$ cat src/motion_burst_counter_assert.svh
// Assertion macros for the motion burst counter.
`ifndef MOTION_BURST_COUNTER_ASSERT_SVH
`define MOTION_BURST_COUNTER_ASSERT_SVH
`ifndef NO_ASSERTIONS
// Check that cons holds in the same cycle as ante.
`define MBC_ASSERT_SAME(label, ante, cons, msg) \
	label: assert property (@(posedge clk) disable iff (!arst_n) (ante) |-> (cons)) \
		else $error(msg);
// Check that cons holds in the cycle after ante.
`define MBC_ASSERT_NEXT(label, ante, cons, msg) \
	label: assert property (@(posedge clk) disable iff (!arst_n) (ante) |=> (cons)) \
		else $error(msg);
`else
`define MBC_ASSERT_SAME(label, ante, cons, msg)
`define MBC_ASSERT_NEXT(label, ante, cons, msg)
`endif
`endif

$ cat src/mbc_pkg.sv
// Shared types and constants of the motion burst counter.
`timescale 1ns / 1ps
package mbc_pkg;
	localparam int unsigned AccelW  = 16;
	localparam int unsigned ThreshW = 16;
	localparam int unsigned RangeW  = 8;
	localparam int unsigned TicksW  = 16;
	localparam int unsigned CountW  = 8;
	localparam int unsigned DeltaW  = AccelW + 1;
	localparam int unsigned UpperW  = ThreshW + RangeW;
	localparam int unsigned CfgW    = 16;
	localparam int unsigned Axes    = 3;

	typedef logic [1:0] cfg_idx_t;
	localparam cfg_idx_t CFG_THRESHOLD = 2'd0;
	localparam cfg_idx_t CFG_RANGE     = 2'd1;
	localparam cfg_idx_t CFG_WINDOW    = 2'd2;

	localparam logic [ThreshW-1:0] THRESHOLD_RST = 16'd7;
	localparam logic [RangeW-1:0]  RANGE_RST     = 8'd7;
	localparam logic [TicksW-1:0]  WINDOW_RST    = 16'd1000;
	localparam logic [CountW-1:0]  COUNT_MAX     = 8'd255;

	localparam logic OP_SAMPLE = 1'b0;
	localparam logic OP_TICK   = 1'b1;

	typedef logic [Axes-1:0][AccelW-1:0] axes_t;

	typedef struct packed {
		logic [ThreshW-1:0] threshold;
		logic [RangeW-1:0]  range_factor;
		logic [TicksW-1:0]  window_ticks;
	} cfg_t;

	typedef struct packed {
		logic over_any;
		logic under_upper_any;
		logic under_all;
	} flags_t;

	typedef struct packed {
		logic              movement_seen;
		logic              window_done;
		logic [CountW-1:0] reported_count;
		logic              detector_armed;
	} res_t;
endpackage

$ cat src/mbc_if.sv
// Channel interfaces for sample/tick words and result words.
`timescale 1ns / 1ps
interface mbc_in_if;
	logic        valid;
	logic        ready;
	logic        op;
	logic [15:0] first_x;
	logic [15:0] first_y;
	logic [15:0] first_z;
	logic [15:0] second_x;
	logic [15:0] second_y;
	logic [15:0] second_z;
	modport source (output valid, op, first_x, first_y, first_z,
		second_x, second_y, second_z, input ready);
	modport sink (input valid, op, first_x, first_y, first_z,
		second_x, second_y, second_z, output ready);
endinterface

interface mbc_out_if;
	logic       valid;
	logic       ready;
	logic       movement_seen;
	logic       window_done;
	logic [7:0] reported_count;
	logic       detector_armed;
	modport source (output valid, movement_seen, window_done, reported_count,
		detector_armed, input ready);
	modport sink (input valid, movement_seen, window_done, reported_count,
		detector_armed, output ready);
endinterface

$ cat src/mbc_delta.sv
// Per-axis absolute differences and their compares against the thresholds.
`timescale 1ns / 1ps
module mbc_delta (
	input  mbc_pkg::axes_t  first,
	input  mbc_pkg::axes_t  second,
	input  mbc_pkg::cfg_t   cfg,
	output mbc_pkg::flags_t flags
);
	import mbc_pkg::*;

	logic [UpperW-1:0] upper;
	logic [Axes-1:0][DeltaW-1:0] delta;
	logic [Axes-1:0] over, under_up, under_th;

	// Form the upper bound as the exact product.
	assign upper = UpperW'(cfg.threshold) * UpperW'(cfg.range_factor);

	// Take the magnitude of each axis difference and compare it.
	always_comb begin
		logic signed [DeltaW-1:0] diff;
		for (int i = 0; i < Axes; i++) begin
			diff = DeltaW'($signed(second[i])) - DeltaW'($signed(first[i]));
			delta[i] = diff[DeltaW-1] ? DeltaW'(-diff) : DeltaW'(diff);
			over[i] = delta[i] > DeltaW'(cfg.threshold);
			under_th[i] = delta[i] < DeltaW'(cfg.threshold);
			under_up[i] = UpperW'(delta[i]) < upper;
		end
	end

	assign flags.over_any        = |over;
	assign flags.under_upper_any = |under_up;
	assign flags.under_all       = &under_th;
endmodule

$ cat src/mbc_ctrl.sv
// Detector and window state, updated once per word.
`timescale 1ns / 1ps
module mbc_ctrl (
	input  logic                     clk,
	input  logic                     arst_n,
	input  logic                     fire,
	input  logic                     op,
	input  mbc_pkg::flags_t          flags,
	input  mbc_pkg::cfg_t            cfg,
	output mbc_pkg::res_t            res,
	output logic                     running,
	output logic [mbc_pkg::TicksW-1:0] ticks_left,
	output logic [mbc_pkg::CountW-1:0] count
);
	import mbc_pkg::*;

	logic              armed_q, armed_d;
	logic              running_q, running_d;
	logic [TicksW-1:0] ticks_q, ticks_d;
	logic [CountW-1:0] count_q, count_d;
	logic              hit;

	// Work out the next state and the result for the word in stage one.
	always_comb begin
		armed_d   = armed_q;
		running_d = running_q;
		ticks_d   = ticks_q;
		count_d   = count_q;
		res       = '0;
		hit       = armed_q & flags.over_any & flags.under_upper_any;
		unique case (op)
			OP_SAMPLE: begin
				if (hit) begin
					if (!running_q) begin
						running_d = 1'b1;
						ticks_d   = cfg.window_ticks;
					end
					armed_d = 1'b0;
					if (count_q != COUNT_MAX) count_d = count_q + 1'b1;
					res.movement_seen = 1'b1;
				end
				if (flags.under_all) armed_d = 1'b1;
			end
			OP_TICK: begin
				if (running_q) begin
					if (ticks_q <= TicksW'(1)) begin
						ticks_d   = '0;
						running_d = 1'b0;
						armed_d   = 1'b1;
						count_d   = '0;
						res.window_done    = 1'b1;
						res.reported_count = count_q;
					end else begin
						ticks_d = ticks_q - 1'b1;
					end
				end
			end
			default: ;
		endcase
		res.detector_armed = armed_d;
	end

	// Commit the state when the word leaves stage one.
	always_ff @(posedge clk or negedge arst_n) begin
		if (!arst_n) begin
			armed_q   <= 1'b1;
			running_q <= 1'b0;
			ticks_q   <= '0;
			count_q   <= '0;
		end else if (fire) begin
			armed_q   <= armed_d;
			running_q <= running_d;
			ticks_q   <= ticks_d;
			count_q   <= count_d;
		end
	end

	assign running    = running_q;
	assign ticks_left = ticks_q;
	assign count      = count_q;
endmodule

$ cat src/motion_burst_counter.sv
// An accepted word waits in the stage-one register and moves to the result register unless the result stalls.
// Throughput: one word per cycle while results are taken; the input register and the result register
// let a new word in while a finished result still waits.
// Reset (arst_n low, asynchronous): channels empty, detector armed, no window,
// count zero, registers at threshold 7, range factor 7, window 1000 ticks.
`timescale 1ns / 1ps
module motion_burst_counter (
	input  logic                    clk,
	input  logic                    arst_n,
	mbc_in_if.sink                  item,
	mbc_out_if.source               result,
	input  logic                    cfg_we,
	input  mbc_pkg::cfg_idx_t       cfg_index,
	input  logic [mbc_pkg::CfgW-1:0] cfg_data
);
	import mbc_pkg::*;

	`include "motion_burst_counter_assert.svh"

	cfg_t              cfg_q;
	logic              valid_s1;
	logic              op_s1;
	axes_t             first_s1, second_s1;
	logic              out_valid_q;
	res_t              out_q;
	logic              adv_out, fire;
	flags_t            flags;
	res_t              res;
	logic              running;
	logic [TicksW-1:0] ticks_left;
	logic [CountW-1:0] count;

	// Write configuration registers.
	always_ff @(posedge clk or negedge arst_n) begin
		if (!arst_n) begin
			cfg_q.threshold    <= THRESHOLD_RST;
			cfg_q.range_factor <= RANGE_RST;
			cfg_q.window_ticks <= WINDOW_RST;
		end else if (cfg_we) begin
			unique case (cfg_index)
				CFG_THRESHOLD: cfg_q.threshold    <= cfg_data[ThreshW-1:0];
				CFG_RANGE:     cfg_q.range_factor <= cfg_data[RangeW-1:0];
				CFG_WINDOW:    cfg_q.window_ticks <= cfg_data[TicksW-1:0];
				default: ;
			endcase
		end
	end

	// Advance when the result register is empty or being drained.
	assign adv_out    = !out_valid_q || result.ready;
	assign fire       = valid_s1 && adv_out;
	assign item.ready = !valid_s1 || adv_out;

	// Hold the accepted word in stage one.
	always_ff @(posedge clk or negedge arst_n) begin
		if (!arst_n) begin
			valid_s1 <= 1'b0;
		end else if (item.ready) begin
			valid_s1 <= item.valid;
		end
	end

	always_ff @(posedge clk) begin
		if (item.ready && item.valid) begin
			op_s1     <= item.op;
			first_s1  <= {item.first_z, item.first_y, item.first_x};
			second_s1 <= {item.second_z, item.second_y, item.second_x};
		end
	end

	mbc_delta u_delta (
		.first  (first_s1),
		.second (second_s1),
		.cfg    (cfg_q),
		.flags  (flags)
	);

	mbc_ctrl u_ctrl (
		.clk        (clk),
		.arst_n     (arst_n),
		.fire       (fire),
		.op         (op_s1),
		.flags      (flags),
		.cfg        (cfg_q),
		.res        (res),
		.running    (running),
		.ticks_left (ticks_left),
		.count      (count)
	);

	// Load the result register.
	always_ff @(posedge clk or negedge arst_n) begin
		if (!arst_n) begin
			out_valid_q <= 1'b0;
		end else if (adv_out) begin
			out_valid_q <= valid_s1;
		end
	end

	always_ff @(posedge clk) begin
		if (fire) out_q <= res;
	end

	assign result.valid          = out_valid_q;
	assign result.movement_seen  = out_q.movement_seen;
	assign result.window_done    = out_q.window_done;
	assign result.reported_count = out_q.reported_count;
	assign result.detector_armed = out_q.detector_armed;

	`MBC_ASSERT_SAME(a_idle_ticks, !running, ticks_left == '0, "ticks left without a window")
	`MBC_ASSERT_SAME(a_count_window, count != '0, running, "movement counted outside a window")
	`MBC_ASSERT_SAME(a_done_rearms, out_valid_q && out_q.window_done,
		out_q.detector_armed && !out_q.movement_seen, "window end did not re-arm")
	`MBC_ASSERT_NEXT(a_stall_holds, valid_s1 && !adv_out, valid_s1, "stalled word dropped")
endmodule
$ cat src/flat_wrapper.sv
// flat-port wrapper written by rule: the top's interface ports become plain ports
module motion_burst_counter_flat import mbc_pkg::*;
  (clk, arst_n, cfg_we, cfg_index, cfg_data, item_valid, item_op, item_first_x, item_first_y, item_first_z, item_second_x, item_second_y, item_second_z, item_ready, result_valid, result_movement_seen, result_window_done, result_reported_count, result_detector_armed, result_ready);
  mbc_in_if item_i ();
  mbc_out_if result_i ();
  input  logic clk;
  input  logic arst_n;
  input  logic cfg_we;
  input  mbc_pkg::cfg_idx_t cfg_index;
  input  logic [mbc_pkg::CfgW-1:0] cfg_data;
  input wire logic [$bits(item_i.valid)-1:0] item_valid;
  input wire logic [$bits(item_i.op)-1:0] item_op;
  input wire logic [$bits(item_i.first_x)-1:0] item_first_x;
  input wire logic [$bits(item_i.first_y)-1:0] item_first_y;
  input wire logic [$bits(item_i.first_z)-1:0] item_first_z;
  input wire logic [$bits(item_i.second_x)-1:0] item_second_x;
  input wire logic [$bits(item_i.second_y)-1:0] item_second_y;
  input wire logic [$bits(item_i.second_z)-1:0] item_second_z;
  output wire logic [$bits(item_i.ready)-1:0] item_ready;
  output wire logic [$bits(result_i.valid)-1:0] result_valid;
  output wire logic [$bits(result_i.movement_seen)-1:0] result_movement_seen;
  output wire logic [$bits(result_i.window_done)-1:0] result_window_done;
  output wire logic [$bits(result_i.reported_count)-1:0] result_reported_count;
  output wire logic [$bits(result_i.detector_armed)-1:0] result_detector_armed;
  input wire logic [$bits(result_i.ready)-1:0] result_ready;
  assign item_i.valid = item_valid;
  assign item_i.op = item_op;
  assign item_i.first_x = item_first_x;
  assign item_i.first_y = item_first_y;
  assign item_i.first_z = item_first_z;
  assign item_i.second_x = item_second_x;
  assign item_i.second_y = item_second_y;
  assign item_i.second_z = item_second_z;
  assign item_ready = item_i.ready;
  assign result_valid = result_i.valid;
  assign result_movement_seen = result_i.movement_seen;
  assign result_window_done = result_i.window_done;
  assign result_reported_count = result_i.reported_count;
  assign result_detector_armed = result_i.detector_armed;
  assign result_i.ready = result_ready;
  motion_burst_counter u_core (.clk(clk), .arst_n(arst_n), .item(item_i), .result(result_i), .cfg_we(cfg_we), .cfg_index(cfg_index), .cfg_data(cfg_data));
endmodule
$ cat config.mk
export PLATFORM = sky130hd
export DESIGN_NAME = motion_burst_counter_flat
export DESIGN_NICKNAME = d
export VERILOG_FILES = /design/src/mbc_pkg.sv /design/src/mbc_if.sv /design/src/mbc_delta.sv /design/src/mbc_ctrl.sv /design/src/motion_burst_counter.sv /design/src/flat_wrapper.sv
export VERILOG_INCLUDE_DIRS = /design/src /design/src/src
export SDC_FILE = /design/constraint.sdc
export NUM_CORES = 1
export LEC_CHECK = 0
export BUFFER_PORTS_ARGS = -buffer_cell sky130_fd_sc_hd__buf_2
export CAP_MARGIN = 20
export CELL_PAD_IN_SITES_DETAIL_PLACEMENT = 1
export CELL_PAD_IN_SITES_GLOBAL_PLACEMENT = 1
export CORE_UTILIZATION = 53
export CTS_CLUSTER_DIAMETER = 200
export DETAILED_ROUTE_END_ITERATION = 8
export GPL_TIMING_DRIVEN = 0
export PLACE_DENSITY_LB_ADDON = 0.1
export SETUP_SLACK_MARGIN = 0.05
export SLEW_MARGIN = 0
export SYNTH_ARGS = -nofsm -noshare
export SYNTH_HDL_FRONTEND = slang
export SYNTH_HIERARCHICAL = 1
export SYNTH_SLANG_ARGS = --single-unit
$ cat constraint.sdc
create_clock -name clk -period 14.56 [get_ports clk]
set_input_delay 0.728 -clock clk [delete_from_list [all_inputs] [get_ports clk]]
set_output_delay 0.728 -clock clk [all_outputs]
set_load 0.03 [all_outputs]
# == Yosys cells after proc, flatten, opt, wreduce, memory -nomap -nowiden ==
# Index checks and enable logic that the tools add are counted.
# Widths: inputs -> output; s select.
# totals
ff_bits,176
inputBits,120
output_inout_bits,13
wordCells,92
# op_classes
addsub,8
mul,1
n_lt_le_gt_ge,10
eq_ne,8
muxes,24
bitwise_logic,3
reduce_logical,18
# ops
operator,n
$lt 17x24->1,3
$mux 16,4
$gt 17x16->1,3
$lt 17x16->1,3
$mux 17,3
$neg 17->17,3
$sub 16x16->17,3
$mux 8,4
$pmux 16 s2,1
$mul 16x8->24,1
$le 16x1->1 const B,1
$pmux 8 s2,1
$sub 16x1->16 const B,1
$ne 2x2->1 const B,5
$reduce_and 2->1,5
$mux 9,1
$add 8x1->8 const B,1
$mux 1,8
$ne 8x8->1 const B,1
$reduce_and 3->1,2
$reduce_or 3->1,2
$reduce_and 5->1,1
$pmux 1 s2,2
$reduce_and 4->1,1
other kinds (8),12

# == Logic depth before layout (Yosys ltp) ==
# Gate-level depths: netlist of the first run.
# logic_depth
depth_word,10
mapped_depth,33
ltp_nobuf,30

# == Cells and area by module ==
# The synthesis of the first run kept the hierarchy.
# modules_own_cells
module,n_inst,cells_each,area_each_um2,seq_area_each_um2
mbc_delta,1,1302,10057.1,0.0
motion_burst_counter,1,201,4858.4,4309.1
mbc_ctrl,1,203,1764.2,651.9

# == Least setup slack after synthesis of the first run ==
# No wires, ideal clock.
# synth_timing
path_type,register -> register
from,reg u_core/cfg_q[24] (netlist name)
to,reg u_core.u_ctrl.ticks_q[12] (netlist: u_core/u_ctrl/ticks_left[12])
setup_time_ns,0.126
arrival_ns,7.034
required_ns,14.434
setup_slack_ns,7.400
stages_incl_launch_ff,30
path_buffers,2
period_less_slack_ns,7.160
path_cell_list,dfstp_2 clkbuf_1 nand2_1 fa_1 fa_1 inv_1 fa_1 inv_1 fa_1 inv_1 ha_1 nor3_1 nor2_1 a41oi_1 a21oi_1 a21o_1 a21oi_1 xor2_1 ha_1 o221ai_1 nor4_1 o2111ai_1 nor4_1 nand4_1 and4b_1 buf_2 nor2b_1 o21ai_1 nor2_1 a221o_1
# synth_rtl
element,line_no,text
"start, declared",motion_burst_counter.sv:20,cfg_t cfg_q;
"end signal, assigned",mbc_ctrl.sv:73,ticks_q <= ticks_d;
"end, declared",mbc_ctrl.sv:19,"logic [TicksW-1:0] ticks_q, ticks_d;"

==> out/summary.txt, run 1 <==
Status -> finished, violations left
Failing checks -> design-rule violations
Worst path slowest cell -> o21ai_1
Post-Syn Nets -> 2,101
Slew Limit Headroom -> 39.9%
Clock sink total -> 176
Crit path launch -> u_core/cfg_q[24]
Io pins -> 133
Largest net degree at the start of global routing -> 77
CP required -> 14.93 ns
Post-synthesis cell type count -> 90
Buf+Inv Stages, Crit Path -> 6
Row cnt -> 64
Setup TNS -> 0 ns
Crit. End Element -> flip-flop
Syn Area/Cell -> 9.78 um^2
Root Driver -> clkbuf_16
Final nets -> 2,253
Yosys top cell by area -> edfxtp_1
Core area -> 30,700 um^2
Final core utilization -> 60.0%
CP Max Fanout -> 10
Die area -> 32,200 um^2
Skew-Pair Late Insertion Delay -> 0.45 ns
Reg2Reg Setup Slack -> 5.14 ns
PnR worst setup slack -> 5.14 ns
Count of max-cap constraint violations -> 0
Die Y-Extent -> 179 um
Slew @ Worst Pin -> 0.901 ns
Drt total wl -> 46,700 um
Vias in the first global route -> 14,800
TritonCTS clock tree -> built
Most frequent cells in the layout -> inv_1 (205), ha_1 (188), buf_2 (136)
Post-synth EDFFs -> 108
Final Cycle Share -> 64.7%
Initial Utilization -> 54.2%
RSZ-0062 raised after global routing -> no
Synth Cell Area -> 16,700 um^2
Die X -> 179 um
Hold WS -> 0.375 ns
Register area share after synthesis -> 29.7%
Share of the synthesized area in the top cell type -> 19.4%
Global-route usage over all layers -> 29.8%
Worst hold path type -> in -> async
Max Clock Skew -> 0.00980 ns
Ys flop type -> edfxtp_1
Routed len/inst -> 20.6 um
F_max -> 106 MHz
R2R Path End -> u_core/u_ctrl/ticks_left[9]
Synth top area cells -> edfxtp_1 (19%), ha_1 (14%), fa_1 (10%)
Async SR Flop Fraction -> 38.6%
Most common cell after layout, fill and taps aside -> inv_1
TritonRoute pass-1 iters -> 9
Htree depth -> 4
Clk pin slew, worst setup/hold paths -> 0.07 ns
Hold buffer count at CTS -> 0
Grt total ovfl -> 0
Final setup viols -> 0
Post-CTS setup buffer count -> 0
Top cell by count, worst path -> fa_1
PortBufs -> 132
Vias -> 13,500
Total CTS buffers -> 17
Ratio of cells with drive above 1 in the final layout -> 13.7%
Post-route ant nets -> 0
Initial antenna violation count -> 0
Worst Path Arrival -> 9.79 ns
GP Congestion -> 0.898
Startpoint Class -> flip-flop
Cell family with most CP delay -> adder cells
Area grow syn2layout -> 10.7%
CTS resizes -> 0
Final hold vios -> 0
DRC -> 4
First-pass GRT wire length -> 76,000 um
FF-to-FF Start -> u_core/cfg_q[24]
Cells after Synth -> 1,706
Pre-CTS setup slack -> 5.36 ns
DR vias/cell -> 5.95
CP max stage delay -> 0.65 ns
Reg2reg path depth -> 31
Maximum clock insertion buffer count -> 2
N_diodes -> 0
DP HPWL -> 36,200 um
DRT iter0 DRCs -> 602
WS Path Type -> reg -> reg
Synth Warn # -> 6
Number of synthesized register bits -> 176
Post-layout min period -> 9.42 ns
Max Slew Vio Count -> 0
[synth_stat cells (30+ instances only)]
cell,count
edfxtp_1,108
and2_1,127
clkbuf_1,31
nand2_1,79
xor2_1,38
xnor2_1,53
a21oi_1,81
nand3_1,32
nor3_1,30
dfrtp_1,55
ha_1,188
fa_1,87
a21o_1,32
inv_1,205
nor2_1,76
mux2_2,46
o21ai_0,56
[worst max path at each step]
stage                                         endpoint  slack [ns]  cells after the start
final                      u_core/u_ctrl/ticks_left[9]        5.14                     31
after global routing       u_core/u_ctrl/ticks_left[9]        4.87                     30
after CTS                  u_core/u_ctrl/ticks_left[9]        5.29                     31
after detailed placement   u_core/u_ctrl/ticks_left[9]        5.36                     31
after global placement    u_core/u_ctrl/ticks_left[12]        5.49                     30
after floorplan           u_core/u_ctrl/ticks_left[12]        7.40                     29
[metal layers]
metal | wire, um | global-route usage, % | vias up
met5 | 0 | 0 | -
met4 | 1410 | 10.9 | 0
met3 | 1620 | 4.17 | 79
met2 | 24400 | 55.3 | 299
met1 | 19300 | 34.8 | 6755
li1 | - | - | 6363
[area by class of cell]
| cell class | instances | area (um^2) |
|---|---|---|
| plain buffers | 43 | 201 |
| repair buffers | 133 | 691 |
| clock buffers | 24 | 528 |
| inverters | 205 | 769 |
| well taps | 396 | 495 |
| multi-input cells | 1282 | 10800 |
| flip-flops and latches | 176 | 4960 |
| clock inverters | 8 | 63.8 |
| fillers | 3473 | 12300 |
[worst reg2reg max path, delay by kind of cell (launching register included)]
kind	cells	cell delay, ns
flops	1	0.63
buf+inv	6	1.25
simple gates	7	1.54
xor+xnor	1	0.49
fa+ha+maj	7	2.92
compound gates	10	2.51
[flip-flops by register name (all words and copies together), names as in the netlist]
name and cells:
u_core/result.detector_armed 1, u_core/result.window_done 1, u_core/op_s1 1, u_core/u_ctrl/ticks_left 16, u_core/u_ctrl/count 8, u_core/first_s1 48, u_core/second_s1 48, u_core/u_ctrl/armed_q 1
u_core/cfg_q 40, u_core/result.reported_count 8, u_core/result.movement_seen 1, u_core/valid_s1 1, u_core/result.valid 1, u_core/u_ctrl/running 1
[logic make-up (layout without fill, tap and decap cells)]
family                   count (synthesis)  in the layout  share of synthesized area [%]
buffers and inverters                  248            413                           5.82
adder cells (fa/ha/maj)                277            277                           24.7
AND/OR/NAND/NOR                        504            504                           16.8
AO/OA/AOI/OAI                          359            359                           14.8
XOR/XNOR                                91             91                           4.78
flip-flops                             176            176                           29.7
multiplexers                            51             51                           3.41
[through the flow]
stage          instance area (um^2)  instances
6_report                      18500       2267
5_1_grt                       18500       2267
4_1_cts                       18500       2267
3_5_place_dp                  17900       2235
3_3_place_gp                  17800       2234
2_1_floorplan                 16700       1706
Power of run 1 is not shown: default switching activity piles up to over one toggle a cycle in this logic, so the estimate is an artifact.
==> run 2, diff against run 1 <==
--- a/config.mk
+++ b/config.mk
@@ -10,7 +10,7 @@
 export CAP_MARGIN = 20
 export CELL_PAD_IN_SITES_DETAIL_PLACEMENT = 1
 export CELL_PAD_IN_SITES_GLOBAL_PLACEMENT = 1
-export CORE_UTILIZATION = 53
+export CORE_UTILIZATION = 49
 export CTS_CLUSTER_DIAMETER = 200
 export DETAILED_ROUTE_END_ITERATION = 8
 export GPL_TIMING_DRIVEN = 0
==> constraint.sdc (replaced) <==
create_clock -name clk -period 9.6 [get_ports clk]
set_input_delay 0.48 -clock clk [delete_from_list [all_inputs] [get_ports clk]]
set_output_delay 0.48 -clock clk [all_outputs]
set_load 0.03 [all_outputs]
==> run 2 against run 1 <==
The flow now finishes without violations. Sequential cell count is the same. Clock skew up 0.0046 ns. Register-to-register slack worse by 4.7 ns. Critical path depth unchanged. Critical endpoint is now u_core/u_ctrl/ticks_left[6]. Largest cell class unchanged. Highest routed layer unchanged.
==> out/summary.txt, run 2 (synthesis results as in run 1) <==
Vias -> 13,400 (-0.84%)
Maximum clock insertion buffer count -> 2 (unchanged)
TritonCTS clock tree -> built
GP Congestion -> 0.861 (-4.1%)
R2R Path End -> u_core/u_ctrl/ticks_left[6]
TritonRoute pass-1 iters -> 5 (-4)
Final hold vios -> 0 (unchanged)
Worst Path Arrival -> 9.45 ns (-0.34 ns)
Worst path slowest cell -> fa_1
CP Max Fanout -> 10 (unchanged)
Die X -> 187 um (+4.0%)
Reg2Reg Setup Slack -> 0.49 ns (-4.65 ns)
Drt total wl -> 44,900 um (-3.7%)
Die area -> 34,800 um^2 (+8.1%)
Crit. End Element -> flip-flop
DP HPWL -> 35,400 um (-2.3%)
Total CTS buffers -> 17 (unchanged)
DRT iter0 DRCs -> 466 (-23%)
Routed len/inst -> 19.4 um (-5.9%)
Slew @ Worst Pin -> 0.877 ns (-0.0242 ns)
Most common cell after layout, fill and taps aside -> inv_1
RSZ-0062 raised after global routing -> no
Vias in the first global route -> 14,700 (-0.28%)
FF-to-FF Start -> u_core/cfg_q[20]
Global-route usage over all layers -> 26.9% (-2.9 points)
Setup TNS -> 0 ns (unchanged)
Hold buffer count at CTS -> 0 (unchanged)
Area grow syn2layout -> 11.1%
Slew Limit Headroom -> 41.5% (+1.6 points)
Buf+Inv Stages, Crit Path -> 6 (unchanged)
Biggest regs -> u_core/first_s1: 48 flops, u_core/second_s1: 48 flops, u_core/cfg_q: 40 flops
Initial antenna violation count -> 0 (unchanged)
Largest net degree at the start of global routing -> 78 (+1.3%)
CP required -> 9.94 ns (-4.99 ns)
Final setup viols -> 0 (unchanged)
Most frequent cells in the layout -> inv_1 (205), ha_1 (188), buf_2 (136)
Reg2reg path depth -> 31 (unchanged)
Cell family with most CP delay -> adder cells
Clock sink total -> 176 (unchanged)
CP max stage delay -> 0.61 ns (-0.04 ns)
Clk pin slew, worst setup/hold paths -> 0.07 ns (about the same)
Final nets -> 2,252 (-0.044%)
DRC -> 0 (-4)
N_diodes -> 0 (unchanged)
Io pins -> 133 (unchanged)
DR vias/cell -> 5.77 (-3.0%)
First-pass GRT wire length -> 74,500 um (-2.0%)
Max Clock Skew -> 0.0144 ns (+0.00462 ns)
F_max -> 110 MHz (+3.4%)
Initial Utilization -> 49.7% (-4.5 points)
Core area -> 33,500 um^2 (+9.0%)
Post-CTS setup buffer count -> 0 (unchanged)
CTS resizes -> 0 (unchanged)
Startpoint Class -> flip-flop
Grt total ovfl -> 0 (unchanged)
Final Cycle Share -> 94.9% (+30 points)
Htree depth -> 4 (unchanged)
Ratio of cells with drive above 1 in the final layout -> 13.7% (+0.061 points)
Max Slew Vio Count -> 0 (unchanged)
Top cell by count, worst path -> fa_1
Skew-Pair Late Insertion Delay -> 0.46 ns (about the same)
PortBufs -> 132 (unchanged)
WS Path Type -> reg -> reg
Status -> complete, no violations
Count of max-cap constraint violations -> 0 (unchanged)
Post-layout min period -> 9.11 ns (-0.306 ns)
Row cnt -> 67 (+4.7%)
Die Y-Extent -> 187 um (+4.0%)
Fill cells -> 3,789 (+9.1%)
Post-route ant nets -> 0 (unchanged)
Worst hold path type -> in -> async
Root Driver -> clkbuf_16
==> run 2: cell type report <==
class	instances	area, um^2	area share [%]
buffer	42	198	1.07
clock buffer	19	443	2.39
clock inverter	13	150	0.810
inverter	205	769	4.15
multi-input combinational	1282	10800	58.0
sequential	176	4960	26.8
tap	448	561	3.03
timing repair buffer	133	691	3.73
==> run 2: worst max path at each step <==
stage / startpoint / endpoint / slack (ns) / depth (start not counted)
floorplan: u_core/cfg_q[24] / u_core/u_ctrl/ticks_left[12] / 2.44 / 29
global placement: u_core/cfg_q[24] / u_core/u_ctrl/ticks_left[12] / 0.49 / 30
detailed placement: u_core/cfg_q[24] / u_core/u_ctrl/ticks_left[9] / 0.23 / 31
CTS: u_core/cfg_q[24] / u_core/u_ctrl/ticks_left[9] / 0.13 / 31
global route: u_core/cfg_q[23] / u_core/u_ctrl/ticks_left[6] / 0.13 / 31
finish: u_core/cfg_q[20] / u_core/u_ctrl/ticks_left[6] / 0.49 / 31
==> run 2: routing by layer <==
metal / GRT usage [%] / share of wire, %
met1: 32.2 / 43
met5: 0 / 0
met4: 10.1 / 2.9
met2: 48.9 / 51
met3: 3.50 / 3.1
==> run 2: through the flow <==
stage          utilization, %  worst slack (ns)  cells  area [um^2]  hold slack, ns
3_3_place_gp             53.4             0.489   2286        17900           0.459
2_1_floorplan               -              2.44   1706        16700           0.184
5_1_grt                  55.3             0.134   2318        18500           0.175
3_5_place_dp             53.5             0.232   2287        17900           0.492
6_report                 55.3             0.490   2318        18500           0.124
4_1_cts                  55.3             0.131   2319        18500           0.152
Power of run 2 is left out for the same reason.
==> run 3, diff against run 2 <==
--- a/config.mk
+++ b/config.mk
@@ -10,7 +10,7 @@
 export CAP_MARGIN = 20
 export CELL_PAD_IN_SITES_DETAIL_PLACEMENT = 1
 export CELL_PAD_IN_SITES_GLOBAL_PLACEMENT = 1
-export CORE_UTILIZATION = 49
+export CORE_UTILIZATION = 35
 export CTS_CLUSTER_DIAMETER = 200
 export DETAILED_ROUTE_END_ITERATION = 8
 export GPL_TIMING_DRIVEN = 0
==> run 3 against run 2 <==
The run now ends with design-rule violations left. Sequential cell count stayed put. Core utilization is 15 points lower. Critical endpoint is now u_core/u_ctrl/ticks_left[5]. Cell count is 6.9% higher. Critical path type unchanged.
==> out/summary.txt, run 3 (synthesis results as in run 1) <==
Status -> finished, violations left
Post-layout min period -> 9.06 ns (-0.0468 ns)
Die Y-Extent -> 220 um (+18%)
Largest net degree at the start of global routing -> 69 (-12%)
Top cell by count, worst path -> fa_1
Global-route usage over all layers -> 20.2% (-6.6 points)
Initial antenna violation count -> 0 (unchanged)
Skew-Pair Late Insertion Delay -> 0.49 ns (+0.03 ns)
Root Driver -> clkbuf_16
DP HPWL -> 36,700 um (+3.6%)
Vias in the first global route -> 14,000 (-4.6%)
Crit. End Element -> flip-flop
RSZ-0062 raised after global routing -> no
Clock sink total -> 176 (unchanged)
Fill cells -> 5,337 (+41%)
Ratio of cells with drive above 1 in the final layout -> 13.8% (+0.092 points)
Post-route ant nets -> 0 (unchanged)
DR vias/cell -> 5.25 (-9.0%)
DRC -> 6 (+6)
Most common cell after layout, fill and taps aside -> inv_1
Clk pin slew, worst setup/hold paths -> 0.08 ns (about the same)
TritonRoute pass-1 iters -> 7 (+2)
F_max -> 110 MHz (+0.52%)
CP required -> 9.96 ns (+0.02 ns)
Final hold vios -> 0 (unchanged)
GP Congestion -> 0.829 (-3.8%)
Die area -> 48,500 um^2 (+40%)
CP max stage delay -> 0.63 ns (+0.02 ns)
Initial Utilization -> 35.7% (-14 points)
Die X -> 220 um (+18%)
N_diodes -> 0 (unchanged)
Final setup viols -> 0 (unchanged)
Slew Limit Headroom -> 48.8% (+7.3 points)
Biggest regs -> u_core/first_s1: 48 flops, u_core/second_s1: 48 flops, u_core/cfg_q: 40 flops
TritonCTS clock tree -> built
Final Cycle Share -> 94.4% (-0.49 points)
Failing checks -> design-rule violations
Total CTS buffers -> 17 (unchanged)
Htree depth -> 4 (unchanged)
Max Slew Vio Count -> 0 (unchanged)
Grt total ovfl -> 0 (unchanged)
Drt total wl -> 46,000 um (+2.4%)
PortBufs -> 132 (unchanged)
Most frequent cells in the layout -> inv_1 (205), ha_1 (188), buf_2 (136)
Max Clock Skew -> 0.0252 ns (+0.0107 ns)
DRT iter0 DRCs -> 622 (+33%)
Row cnt -> 79 (+18%)
Setup TNS -> 0 ns (unchanged)
Vias -> 13,000 (-2.7%)
WS Path Type -> reg -> reg
Worst hold path type -> in -> reg
Worst path slowest cell -> dfstp_2
Core area -> 46,800 um^2 (+39%)
Maximum clock insertion buffer count -> 2 (unchanged)
Slew @ Worst Pin -> 0.768 ns (-0.109 ns)
Final nets -> 2,254 (+0.089%)
Count of max-cap constraint violations -> 0 (unchanged)
Io pins -> 133 (unchanged)
First-pass GRT wire length -> 75,900 um (+1.9%)
Routed len/inst -> 18.5 um (-4.3%)
Worst Path Arrival -> 9.42 ns (-0.03 ns)
CP Max Fanout -> 10 (unchanged)
Startpoint Class -> flip-flop
Area grow syn2layout -> 12.4%
run 3: cell types whose count changed in the layout (fill, tap and decap cells not counted), sizes merged:
cell	previous run	this run
buf	145	146
bufinv	2	1
clkbuf	49	48
clkinv	5	3
dlygate4sd3	0	1
inv	210	214
run 3: final timing paths:
| path | cells past startpoint | to | slack, ns | startpoint |
|---|---|---|---|---|
| max in group asynchronous | 3 | u_core/cfg_q[5] | 8.68 | arst_n |
| max reg2reg | 30 | u_core/u_ctrl/ticks_left[5] | 0.54 | u_core/cfg_q[18] |
| max | 30 | u_core/u_ctrl/ticks_left[5] | 0.54 | u_core/cfg_q[18] |
| min | 1 | u_core/first_s1[27] | 0.16 | item_first_y[11] |
| min reg2reg | 1 | u_core/result.valid | 0.49 | u_core/valid_s1 |
| min in group asynchronous | 3 | u_core/u_ctrl/count[7] | 0.54 | arst_n |
run 3: layout make-up:
class	count	area, um^2	area share (%)
buffer	42	198	1.05
clock buffer	18	429	2.29
clock inverter	14	144	0.767
inverter	205	769	4.10
multi-input combinational	1282	10800	57.4
sequential	176	4960	26.5
tap	607	759	4.05
timing repair buffer	135	728	3.88
run 3: timing repair:
item | 4_1_cts | 5_1_grt
setup endpoints to repair | 0 | 16
hold endpoints to repair | 43 | 0
setup buffers | 0 | 0
resized for setup | 0 | 2
hold buffers | 1 | 0
run 3: critical path: cells and delay by family, from the launching register on:
family	cells	cell delay [ns]
AOI/OAI and AO/OA	10	2.17
xor gates and xnor gates	1	0.42
adders and majority gates	7	3.04
buffers and inverters	5	1.18
DFF	1	0.63
and+or+nand+nor	7	1.49
run 3: metal layers:
layer | GRT usage, % | vias to the layer above | wire length [um]
met3 | 3.35 | 58 | 1220
met5 | 0 | - | 0
met1 | 26.1 | 6433 | 21200
li1 | - | 6373 | -
met4 | 7.40 | 0 | 1280
met2 | 33.9 | 161 | 22300
run 3: per-stage QoR:
stage	hold slack, ns	util (%)	instances	area, um^2	worst slack (ns)
after global routing	0.131	40.1	2479	18800	0.0632
after global placement	0.462	38.7	2445	18100	0.182
after floorplan	0.184	-	1706	16700	2.44
final	0.162	40.1	2479	18800	0.536
after CTS	0.122	40.1	2480	18700	0.0760
after detailed placement	0.474	38.8	2447	18200	0.124
Power of run 3 is left out for the same reason.
